--- src/design/b32d_pkg.sv ---
// ----------------------------------------------------------------------------
// b32d_pkg
// Shared types, constants and the symbol classifier of the base32 decoder.
// ----------------------------------------------------------------------------
`timescale 1ns / 1ps
`default_nettype none

package b32d_pkg;

  // Decoded value and capacity widths
  localparam int unsigned ValueW    = 5;
  localparam int unsigned ByteW     = 8;
  localparam int unsigned CountW    = 16;
  localparam int unsigned PosW      = 3;

  // Capacity after reset
  localparam logic [CountW-1:0] CapacityReset = 16'hFFFF;

  // Queue between front and back
  localparam int unsigned QueueDepth = 2;
  localparam int unsigned QueuePtrW  = (QueueDepth > 1) ? $clog2(QueueDepth) : 1;
  localparam int unsigned QueueCntW  = $clog2(QueueDepth + 1);

  // Alphabet boundaries (ASCII)
  localparam logic [7:0] CharUpperA = 8'h41;
  localparam logic [7:0] CharUpperZ = 8'h5A;
  localparam logic [7:0] CharDigit2 = 8'h32;
  localparam logic [7:0] CharDigit7 = 8'h37;
  localparam logic [7:0] DigitBase  = 8'd26;

  // One classified character as it travels through the queue
  typedef struct packed {
    logic              first;
    logic              last;
    logic              is_sym;
    logic [ValueW-1:0] value;
  } sym_t;

  // Map an ASCII code to its 5-bit value; is_sym low outside the alphabet
  function automatic sym_t classify(input logic [7:0] c, input logic first,
                                    input logic last);
    sym_t       s;
    logic [7:0] diff;
    s.first  = first;
    s.last   = last;
    s.is_sym = 1'b0;
    s.value  = '0;
    diff     = '0;
    if (c >= CharUpperA && c <= CharUpperZ) begin
      diff     = c - CharUpperA;
      s.is_sym = 1'b1;
      s.value  = diff[ValueW-1:0];
    end else if (c >= CharDigit2 && c <= CharDigit7) begin
      diff     = c - CharDigit2 + DigitBase;
      s.is_sym = 1'b1;
      s.value  = diff[ValueW-1:0];
    end
    return s;
  endfunction

endpackage

`default_nettype wire

--- src/design/b32d_front.sv ---
// ----------------------------------------------------------------------------
// b32d_front
// Input stage: takes character transactions, classifies them and registers
// the result for the queue.
// ----------------------------------------------------------------------------
`timescale 1ns / 1ps
`default_nettype none

module b32d_front (
  input  wire logic          clk_i,
  input  wire logic          rst_ni,
  input  wire logic          in_valid_i,
  output logic               in_ready_o,
  input  wire logic [7:0]    symbol_i,
  input  wire logic          first_i,
  input  wire logic          last_i,
  output logic               fr_valid_o,
  input  wire logic          fr_ready_i,
  output b32d_pkg::sym_t     fr_item_o
);

  logic           valid_q, valid_d;
  b32d_pkg::sym_t item_q;
  logic           accept;

  // Stage is free when empty or when the queue takes its content
  assign in_ready_o = !valid_q || fr_ready_i;
  assign accept     = in_valid_i && in_ready_o;

  always_comb begin
    valid_d = valid_q;
    if (accept) begin
      valid_d = 1'b1;
    end else if (fr_ready_i) begin
      valid_d = 1'b0;
    end
  end

  always_ff @(posedge clk_i or negedge rst_ni) begin
    if (!rst_ni) begin
      valid_q <= 1'b0;
    end else begin
      valid_q <= valid_d;
    end
  end

  // Classified payload, no reset needed
  always_ff @(posedge clk_i) begin
    if (accept) begin
      item_q <= b32d_pkg::classify(symbol_i, first_i, last_i);
    end
  end

  assign fr_valid_o = valid_q;
  assign fr_item_o  = item_q;

endmodule

`default_nettype wire

--- src/design/b32d_queue.sv ---
// ----------------------------------------------------------------------------
// b32d_queue
// Short FIFO between the front and back stages so each can stall alone.
// ----------------------------------------------------------------------------
`timescale 1ns / 1ps
`default_nettype none

module b32d_queue (
  input  wire logic          clk_i,
  input  wire logic          rst_ni,
  input  wire logic          wr_valid_i,
  output logic               wr_ready_o,
  input  wire b32d_pkg::sym_t wr_item_i,
  output logic               rd_valid_o,
  input  wire logic          rd_ready_i,
  output b32d_pkg::sym_t     rd_item_o
);

  localparam logic [b32d_pkg::QueueCntW-1:0] Full =
    b32d_pkg::QueueCntW'(b32d_pkg::QueueDepth);
  localparam logic [b32d_pkg::QueuePtrW-1:0] LastIdx =
    b32d_pkg::QueuePtrW'(b32d_pkg::QueueDepth - 1);

  b32d_pkg::sym_t                  mem_q [b32d_pkg::QueueDepth];
  logic [b32d_pkg::QueuePtrW-1:0]  wr_ptr_q, wr_ptr_d;
  logic [b32d_pkg::QueuePtrW-1:0]  rd_ptr_q, rd_ptr_d;
  logic [b32d_pkg::QueueCntW-1:0]  cnt_q, cnt_d;
  logic                            push, pop;

  assign wr_ready_o = (cnt_q != Full);
  assign rd_valid_o = (cnt_q != '0);
  assign push       = wr_valid_i && wr_ready_o;
  assign pop        = rd_valid_o && rd_ready_i;
  assign rd_item_o  = mem_q[rd_ptr_q];

  // Pointer and fill count update
  always_comb begin
    wr_ptr_d = wr_ptr_q;
    rd_ptr_d = rd_ptr_q;
    cnt_d    = cnt_q;
    if (push) begin
      wr_ptr_d = (wr_ptr_q == LastIdx) ? '0 : wr_ptr_q + 1'b1;
    end
    if (pop) begin
      rd_ptr_d = (rd_ptr_q == LastIdx) ? '0 : rd_ptr_q + 1'b1;
    end
    if (push && !pop) begin
      cnt_d = cnt_q + 1'b1;
    end else if (pop && !push) begin
      cnt_d = cnt_q - 1'b1;
    end
  end

  always_ff @(posedge clk_i or negedge rst_ni) begin
    if (!rst_ni) begin
      wr_ptr_q <= '0;
      rd_ptr_q <= '0;
      cnt_q    <= '0;
    end else begin
      wr_ptr_q <= wr_ptr_d;
      rd_ptr_q <= rd_ptr_d;
      cnt_q    <= cnt_d;
    end
  end

  // Storage
  always_ff @(posedge clk_i) begin
    if (push) begin
      mem_q[wr_ptr_q] <= wr_item_i;
    end
  end

`ifndef SYNTH
  // Fill count never passes the depth
  a_cnt_bound: assert property (@(posedge clk_i) disable iff (!rst_ni)
    cnt_q <= Full)
    else $error("queue fill count beyond depth");

  // Empty or full both mean the pointers coincide
  a_ptr_match: assert property (@(posedge clk_i) disable iff (!rst_ni)
    (cnt_q == '0 || cnt_q == Full) |-> (wr_ptr_q == rd_ptr_q))
    else $error("queue pointers out of step with fill count");
`endif

endmodule

`default_nettype wire

--- src/design/b32d_back.sv ---
// ----------------------------------------------------------------------------
// b32d_back
// Decode stage: gathers 5-bit values into bytes, counts bytes against the
// capacity and holds each result in an output register.
// ----------------------------------------------------------------------------
`timescale 1ns / 1ps
`default_nettype none

module b32d_back (
  input  wire logic                            clk_i,
  input  wire logic                            rst_ni,
  input  wire logic [b32d_pkg::CountW-1:0]     capacity_i,
  input  wire logic                            item_valid_i,
  output logic                                 item_ready_o,
  input  wire b32d_pkg::sym_t                  item_i,
  output logic                                 out_valid_o,
  input  wire logic                            out_ready_i,
  output logic                                 byte_valid_o,
  output logic [b32d_pkg::ByteW-1:0]           data_byte_o,
  output logic                                 message_done_o,
  output logic [b32d_pkg::CountW-1:0]          byte_count_o
);

  localparam int unsigned ShW = b32d_pkg::ValueW + b32d_pkg::ByteW;

  // Message state
  logic [b32d_pkg::PosW-1:0]   pos_q, pos_d;
  logic [b32d_pkg::ByteW-1:0]  part_q, part_d;
  logic [b32d_pkg::CountW-1:0] cnt_q, cnt_d;
  logic                        stop_q, stop_d;

  // Output register
  logic                        ovalid_q, ovalid_d;
  logic                        obyte_v_q, obyte_v_d;
  logic [b32d_pkg::ByteW-1:0]  obyte_q, obyte_d;
  logic                        odone_q, odone_d;
  logic [b32d_pkg::CountW-1:0] ocnt_q;

  logic                        take;
  logic [b32d_pkg::PosW-1:0]   pos_c, np;
  logic [b32d_pkg::ByteW-1:0]  part_c;
  logic [b32d_pkg::CountW-1:0] cnt_c;
  logic                        stop_c;
  logic [ShW-1:0]              sh;

  assign item_ready_o = !ovalid_q || out_ready_i;
  assign take         = item_valid_i && item_ready_o;

  // Start of message clears state ahead of this character
  always_comb begin
    pos_c  = item_i.first ? '0   : pos_q;
    part_c = item_i.first ? '0   : part_q;
    cnt_c  = item_i.first ? '0   : cnt_q;
    stop_c = item_i.first ? 1'b0 : stop_q;
  end

  // Value placed below the already gathered bits: upper part closes the
  // byte, lower part starts the next one
  assign np = pos_c + b32d_pkg::PosW'(b32d_pkg::ValueW);
  assign sh = {item_i.value, {b32d_pkg::ByteW{1'b0}}} >> np;

  always_comb begin
    pos_d     = pos_q;
    part_d    = part_q;
    cnt_d     = cnt_q;
    stop_d    = stop_q;
    obyte_v_d = 1'b0;
    obyte_d   = '0;
    odone_d   = item_i.last;
    if (take) begin
      pos_d  = pos_c;
      part_d = part_c;
      cnt_d  = cnt_c;
      stop_d = stop_c;
      if (item_i.is_sym && !stop_c) begin
        pos_d = np;
        if (pos_c <= 3'd3 && np != '0) begin
          part_d = part_c | sh[b32d_pkg::ByteW-1:0];
        end else begin
          obyte_v_d = 1'b1;
          obyte_d   = part_c | {3'b000, sh[ShW-1:b32d_pkg::ByteW]};
          part_d    = sh[b32d_pkg::ByteW-1:0];
          cnt_d     = cnt_c + 1'b1;
          if (cnt_d >= capacity_i) begin
            stop_d  = 1'b1;
            odone_d = 1'b1;
          end
        end
      end
    end
  end

  // Output register fills on take, empties when the result is taken
  always_comb begin
    ovalid_d = ovalid_q;
    if (take) begin
      ovalid_d = 1'b1;
    end else if (out_ready_i) begin
      ovalid_d = 1'b0;
    end
  end

  always_ff @(posedge clk_i or negedge rst_ni) begin
    if (!rst_ni) begin
      pos_q    <= '0;
      part_q   <= '0;
      cnt_q    <= '0;
      stop_q   <= 1'b0;
      ovalid_q <= 1'b0;
    end else begin
      pos_q    <= pos_d;
      part_q   <= part_d;
      cnt_q    <= cnt_d;
      stop_q   <= stop_d;
      ovalid_q <= ovalid_d;
    end
  end

  // Result payload
  always_ff @(posedge clk_i) begin
    if (take) begin
      obyte_v_q <= obyte_v_d;
      obyte_q   <= obyte_d;
      odone_q   <= odone_d;
      ocnt_q    <= cnt_d;
    end
  end

  assign out_valid_o    = ovalid_q;
  assign byte_valid_o   = obyte_v_q;
  assign data_byte_o    = obyte_q;
  assign message_done_o = odone_q;
  assign byte_count_o   = ocnt_q;

`ifndef SYNTH
  // A byte boundary always leaves an empty partial byte
  a_part_clear: assert property (@(posedge clk_i) disable iff (!rst_ni)
    (pos_q == '0) |-> (part_q == '0))
    else $error("partial byte not clear at byte boundary");

  // A given byte is counted in the same result
  a_byte_cnt: assert property (@(posedge clk_i) disable iff (!rst_ni)
    (ovalid_q && obyte_v_q) |-> (ocnt_q == cnt_q))
    else $error("byte count does not match given byte");
`endif

endmodule

`default_nettype wire

--- src/design/base32_decoder_top.sv ---
// Path: an input transaction reaches the result through the input stage,
//   the two-entry queue and the decode output register.
// Throughput: one character per cycle while out_ready_i is high; the byte
//   gathering and capacity compare in the decode stage are combinational.
// Reset: asynchronous, active low; clears message state, queue and handshake
//   state and sets the capacity to 65535.
// ----------------------------------------------------------------------------
// base32_decoder_top
// Streaming RFC 4648 base32 decoder, one character per transaction, one
// result per character, with a per-message byte capacity.
// ----------------------------------------------------------------------------
`timescale 1ns / 1ps
`default_nettype none

module base32_decoder_top (
  input  wire logic                        clk_i,
  input  wire logic                        rst_ni,
  input  wire logic                        cfg_we_i,
  input  wire logic [b32d_pkg::CountW-1:0] cfg_wdata_i,
  input  wire logic                        in_valid_i,
  output logic                             in_ready_o,
  input  wire logic [7:0]                  symbol_i,
  input  wire logic                        first_i,
  input  wire logic                        last_i,
  output logic                             out_valid_o,
  input  wire logic                        out_ready_i,
  output logic                             byte_valid_o,
  output logic [b32d_pkg::ByteW-1:0]       data_byte_o,
  output logic                             message_done_o,
  output logic [b32d_pkg::CountW-1:0]      byte_count_o
);

  logic [b32d_pkg::CountW-1:0] capacity_q;
  logic                        fr_valid, fr_ready;
  b32d_pkg::sym_t              fr_item;
  logic                        q_valid, q_ready;
  b32d_pkg::sym_t              q_item;

  // Capacity register
  always_ff @(posedge clk_i or negedge rst_ni) begin
    if (!rst_ni) begin
      capacity_q <= b32d_pkg::CapacityReset;
    end else if (cfg_we_i) begin
      capacity_q <= cfg_wdata_i;
    end
  end

  b32d_front u_front (
    .clk_i      (clk_i),
    .rst_ni     (rst_ni),
    .in_valid_i (in_valid_i),
    .in_ready_o (in_ready_o),
    .symbol_i   (symbol_i),
    .first_i    (first_i),
    .last_i     (last_i),
    .fr_valid_o (fr_valid),
    .fr_ready_i (fr_ready),
    .fr_item_o  (fr_item)
  );

  b32d_queue u_queue (
    .clk_i      (clk_i),
    .rst_ni     (rst_ni),
    .wr_valid_i (fr_valid),
    .wr_ready_o (fr_ready),
    .wr_item_i  (fr_item),
    .rd_valid_o (q_valid),
    .rd_ready_i (q_ready),
    .rd_item_o  (q_item)
  );

  b32d_back u_back (
    .clk_i          (clk_i),
    .rst_ni         (rst_ni),
    .capacity_i     (capacity_q),
    .item_valid_i   (q_valid),
    .item_ready_o   (q_ready),
    .item_i         (q_item),
    .out_valid_o    (out_valid_o),
    .out_ready_i    (out_ready_i),
    .byte_valid_o   (byte_valid_o),
    .data_byte_o    (data_byte_o),
    .message_done_o (message_done_o),
    .byte_count_o   (byte_count_o)
  );

endmodule

`default_nettype wire
--- config.mk ---
export PLATFORM = sky130hd
export DESIGN_NAME = base32_decoder_top
export DESIGN_NICKNAME = d
export VERILOG_FILES = /design/src/design/b32d_pkg.sv /design/src/design/b32d_front.sv /design/src/design/b32d_queue.sv /design/src/design/b32d_back.sv /design/src/design/base32_decoder_top.sv
export SDC_FILE = /design/constraint.sdc
export NUM_CORES = 1
export LEC_CHECK = 0
export BUFFER_PORTS_ARGS = -buffer_cell sky130_fd_sc_hd__buf_2
export CAP_MARGIN = 20
export CORE_ASPECT_RATIO = 1.75
export CORE_MARGIN = 2
export CORE_UTILIZATION = 65
export CTS_BUF_LIST = sky130_fd_sc_hd__clkbuf_4
export CTS_CLUSTER_SIZE = 30
export DETAILED_ROUTE_END_ITERATION = 7
export GPL_TIMING_DRIVEN = 0
export PLACE_DENSITY = 0.95
export SETUP_SLACK_MARGIN = 0.2
export SYNTH_ARGS = -nofsm -noshare
export SYNTH_HDL_FRONTEND = slang
export SYNTH_SLANG_ARGS = --single-unit
--- constraint.sdc ---
create_clock -name clk_i -period 10.1 [get_ports clk_i]
set_clock_uncertainty 0.1 [all_clocks]
set_input_delay 0.505 -clock clk_i [delete_from_list [all_inputs] [get_ports clk_i]]
set_output_delay 0.505 -clock clk_i [all_outputs]
set_load 0.005 [all_outputs]
==> results.txt <==
The delay contributed by the slowest stage of the critical path is 0.57 ns. The CTS tree is built. STA classifies the critical path startpoint as a register. After synthesis, the mean cell area works out to 10.90 um^2.

The weighted congestion at the end of routability-driven global placement came out at 0.9275. In this run the most critical hold path is launched from last_i. The number of slew-limit violations in the final report came out at 0. The start-to-end type of the worst setup path is register to register.

The highest fanout seen on the critical path is 10. The proportion of synthesized flip-flops having asynchronous set or reset came out at 0.5000. The maximum vdd drop is 0.1370 mV. Max-cap violations in this run came to 0.

After detailed routing, the number of remaining DRC violations is 0. The overall power of the completed layout came out at 1.314 mW. The count of endpoints failing hold in the final timing report came out at 0. The routed design has 11,340 um of wire. The number of nets in the synthesized netlist is 524. The clock latency reported for the late side of the worst-skew pair came out at 0.47 ns.

The pre-antenna-repair detailed-routing pass consisted of 5 iterations. The total negative setup slack came out at 0 ns. Dividing the final minimum period by the clock period gives 0.4437. Measured against the total synthesized area, the mux share comes to 0.04357. The data arrival time of the critical path is 4.60 ns. The number of port buffers is 58. The count of non-filler cells in the finished layout came out at 634.

In this run, synthesis produced a sequential element count of 100. The share of the Yosys chip area taken by registers is 0.5425. The die is 121.3 um tall. The H-tree was split into 3 levels. Ranked by total cell area, the synthesized netlist is headed by sky130_fd_sc_hd__edfxtp_1, sky130_fd_sc_hd__dfrtp_1, sky130_fd_sc_hd__dfstp_2. The share of synthesized area in the top cell type comes to 0.2938. Summed over all cells, the static leakage comes to 2.443 nW. The tree built by TritonCTS fans out to 100 sinks. Measured along the x axis, the die boundary spans 71.03 um. At the pin with the least slew margin, the transition time is 0.9926 ns. Dividing the detail-routed via count by the number of cells gives 6.117. The number of global-route vias before repair came to 4,025. The share of the synthesized area in compound gates (AO/OA/AOI/OAI) came out at 0.1246. The root buffer selected by CTS is sky130_fd_sc_hd__clkbuf_4. Traced cell by cell, the critical path runs through buf_6, mux2i_1, clkbuf_1, and2_1, ha_1, nand2_1, nor4_2, nand4_1, xnor2_1, ha_1, a21oi_1, o21a_1, o211ai_1, a21oi_1, o21ai_0. The overall fraction of global-route tracks in use came out at 0.2834. sky130_fd_sc_hd__edfxtp_1 takes more of the synthesized area than any other cell.

The number of setup violations in the final report is 0. In this run, synthesis inferred 50 flip-flops with an integrated enable. Of the total synthesized cell area, the portion taken by AND, OR, NAND and NOR gates is 0.1513.

Of the total power, registers draw 0.455. The layout overhead on the synthesized area is 11.04%. The number of filler instances in the final layout is 535. No sink is reached through more buffers than the 2 on the longest clock path.

The nature of the critical path endpoint is a register. The worst register-to-register path begins at u_queue.rd_ptr_q. The classification of the worst-slack hold path is primary input to register. The area inside the core boundary came out at 7620 um^2. Wire segments on met2 add up to 6520 um in the final route. The timing startpoint of the critical path is u_queue.rd_ptr_q. The first-pass GRT wire length is 18,550 um. The post-synthesis cell type count came out at 55. Of the total synthesized cell area, the portion taken by XOR and XNOR cells is 0.03941. The sum of met3 wire segment lengths after detailed routing is 481 um.

The top-level port count is 59. For this run, the post-layout net count is 595. The required time at the endpoint of the critical path came out at 10.22 ns. For this configuration, the core starts out at a cell density of 0.6708. The routed metal-1 wire length is 3816 um. The gate count of the mapped netlist is 469. Headroom to the max-slew limit came out at 0.3352. The number of antenna violations at the first check in global routing is 1. Signal routing reaches up to met4.

The total die area came out at 8616 um^2. Entering global routing, the biggest net connects 51 pins. The share of total power dissipated in combinational logic is 0.389. The placed wire-length estimate after detailed placement came out at 8747 um. Setup repair after global routing left no endpoint under its margin. Measured in cells, the most critical reg-to-reg path has a length of 15. The number of setup buffers added after CTS is 0.

The number of hold buffers added after cts is 0. The flow ran to the end, and the final reports show no timing, DRC or antenna violations. The number of instances in the placed design came out at 615. The largest individual stage delay along the critical path comes from the cell sky130_fd_sc_hd__mux2i_1. The cell area after synthesis came out at 5111 um^2.

The most used flip-flop cell after synthesis is sky130_fd_sc_hd__edfxtp_1. The top achievable clock speed came out at 0.2232 GHz. The total overflow left after global routing is 0. The number of placement rows came out at 42.

The worst hold path stage count came out at 1. The clock input transition at the sequential cells of the worst setup and hold paths came out at 0.13 ns. In the final layout, the share of cells above drive strength 1 is 0.2000. The detail route stage leaves a number of antenna-violating nets equal to 0. For this run, the number of Yosys warnings is 0. The switching power share of the total came out at 0.3771. The time the final worst path needs with I/O delays and setup is 4.481 ns.

Internal power comes to 818.5 uW. The via count is 3,878. For this block, the initial DRC count from the detailed router was 289. The total clock buffers created by CTS came out at 9. The fraction of the mapped netlist area in adder cells came out at 0.05875. The routed wirelength normalized by instance count came out at 17.89 um. The part of the power in the clock network is 0.156. The count of cells resized by post-cts repair came out at 0. The combinational family with the most area after synthesis is simple AND/OR/NAND/NOR gates. Dividing total power by cell area gives a power density of 231.5 nW/um^2. Summed over all nets, the switching power comes to 495.4 uW.
state kept, by name, summed over array words and instances (netlist names):
register               count
u_front.fr_valid_o         1
u_back.byte_valid_o        1
u_back.cnt_q              16
u_back.out_valid_o         1
u_queue.wr_ptr_q           1
u_back.data_byte_o         8
u_front.fr_item_o          8
u_queue.rd_ptr_q           1
u_back.byte_count_o       16
u_back.message_done_o      1
u_queue.cnt_q              2
u_queue.mem_q             16
u_back.stop_q              1
u_back.pos_q               3
capacity_q                16
u_back.part_q              8
layout make-up:
class,count,area (um^2),area share
clock buffer,10,75.07,0.01323
buffer,21,96.34,0.01698
clock inverter,6,55.05,0.009700
timing repair buffer,60,320.3,0.05644
sequential,100,2773,0.4885
antenna,1,2.502,0.0004409
inverter,29,108.9,0.01918
tap,88,110.1,0.01940
multi-input combinational,319,2135,0.3761
worst paths after layout:
path | endpoint | slack [ns]
min in group asynchronous | u_back.cnt_q[8] | 0.40
min reg2reg | u_queue.mem_q[0][7] | 0.36
max | u_back.message_done_o | 5.62
max reg2reg | u_back.message_done_o | 5.62
max in group asynchronous | capacity_q[7] | 8.90
min | u_front.fr_item_o[6] | 0.10
synth_stat cells, drive strengths merged, types with 2 or more instances:
| master | instances |
|---|---|
| nor2 | 17 |
| inv | 28 |
| a32oi | 2 |
| nor3b | 2 |
| nor4 | 4 |
| nor2b | 8 |
| buf | 4 |
| and3 | 9 |
| nand2 | 64 |
| or3 | 8 |
| o31ai | 4 |
| mux2i | 14 |
| a221o | 2 |
| a31oi | 4 |
| nand3b | 3 |
| nand2b | 7 |
| a21o | 5 |
| a21oi | 14 |
| ha | 24 |
| dfrtp | 34 |
| o211ai | 7 |
| and2 | 6 |
| nor3 | 8 |
| clkbuf | 17 |
| dfstp | 16 |
| nand4 | 7 |
| a32o | 5 |
| o22ai | 3 |
| o21a | 2 |
| xnor2 | 13 |
| edfxtp | 50 |
| nand3 | 10 |
| mux2 | 7 |
| xor2 | 10 |
| o21ai | 37 |
routing by layer:
| layer | vias up | track usage |
|---|---|---|
| met5 | - | 0 |
| met4 | 0 | 0.1592 |
| met3 | 44 | 0.05980 |
| met2 | 138 | 0.5292 |
| met1 | 1868 | 0.2818 |
| li1 | 1828 | - |
logic make-up (layout without fill, tap and decap cells):
family	after synthesis	after routing
AO/OA/AOI/OAI	96	96
other	0	1
AND/OR/NAND/NOR	155	155
adder cells (fa/ha/maj)	24	24
multiplexers	21	21
flip-flops	100	100
XOR/XNOR	23	23
buffers and inverters	50	126
critical path, delay by kind of cell, from the launching register on:
family	cells	cell delay, ns
simple gates	4	1.17
fa+ha+maj	2	0.46
mux	1	0.57
flops	1	0.36
compound gates	5	0.80
buf+inv	2	0.56
xor+xnor	1	0.20
layout by cell type (no fill, tap or decap), types with 6 or more instances in the layout:
cell	instances
sky130_fd_sc_hd__nor2b_1	8
sky130_fd_sc_hd__nand2_1	64
sky130_fd_sc_hd__or3_1	8
sky130_fd_sc_hd__inv_1	28
sky130_fd_sc_hd__dfrtp_1	34
sky130_fd_sc_hd__xor2_1	10
sky130_fd_sc_hd__clkbuf_1	16
sky130_fd_sc_hd__ha_1	24
sky130_fd_sc_hd__dfstp_2	16
sky130_fd_sc_hd__nand3_1	10
sky130_fd_sc_hd__and3_1	9
sky130_fd_sc_hd__clkbuf_4	10
sky130_fd_sc_hd__and2_1	6
sky130_fd_sc_hd__mux2i_1	14
sky130_fd_sc_hd__buf_2	59
sky130_fd_sc_hd__o211ai_1	7
sky130_fd_sc_hd__nor3_1	7
sky130_fd_sc_hd__nor2_1	17
sky130_fd_sc_hd__nand2b_1	7
sky130_fd_sc_hd__a21oi_1	14
sky130_fd_sc_hd__edfxtp_1	50
sky130_fd_sc_hd__xnor2_1	13
sky130_fd_sc_hd__o21ai_0	35
sky130_fd_sc_hd__mux2_2	6
sky130_fd_sc_hd__nand4_1	7
power by group through the flow:
stage	clock, mW	combinational, mW	sequential (mW)
after floorplan	0	0.340	0.601
after global placement	0	0.483	0.599
after detailed placement	0	0.508	0.607
after CTS	0.207	0.510	0.598
after global routing	0.222	0.561	0.608
final	0.205	0.512	0.597
metrics by stage:
stage          cell area [um^2]  utilization  hold WS (ns)  setup WS [ns]
5_1_grt                    5675       0.7448       0.06340          5.331
4_1_cts                    5643       0.7406       0.08481          5.592
3_5_place_dp               5513       0.7235        0.3302          5.620
6_report                   5675       0.7448        0.1008          5.619
3_3_place_gp               5512       0.7233        0.3229          5.740
2_1_floorplan              5111            -        0.1094          6.651
Power figures use the tool's default switching activity.
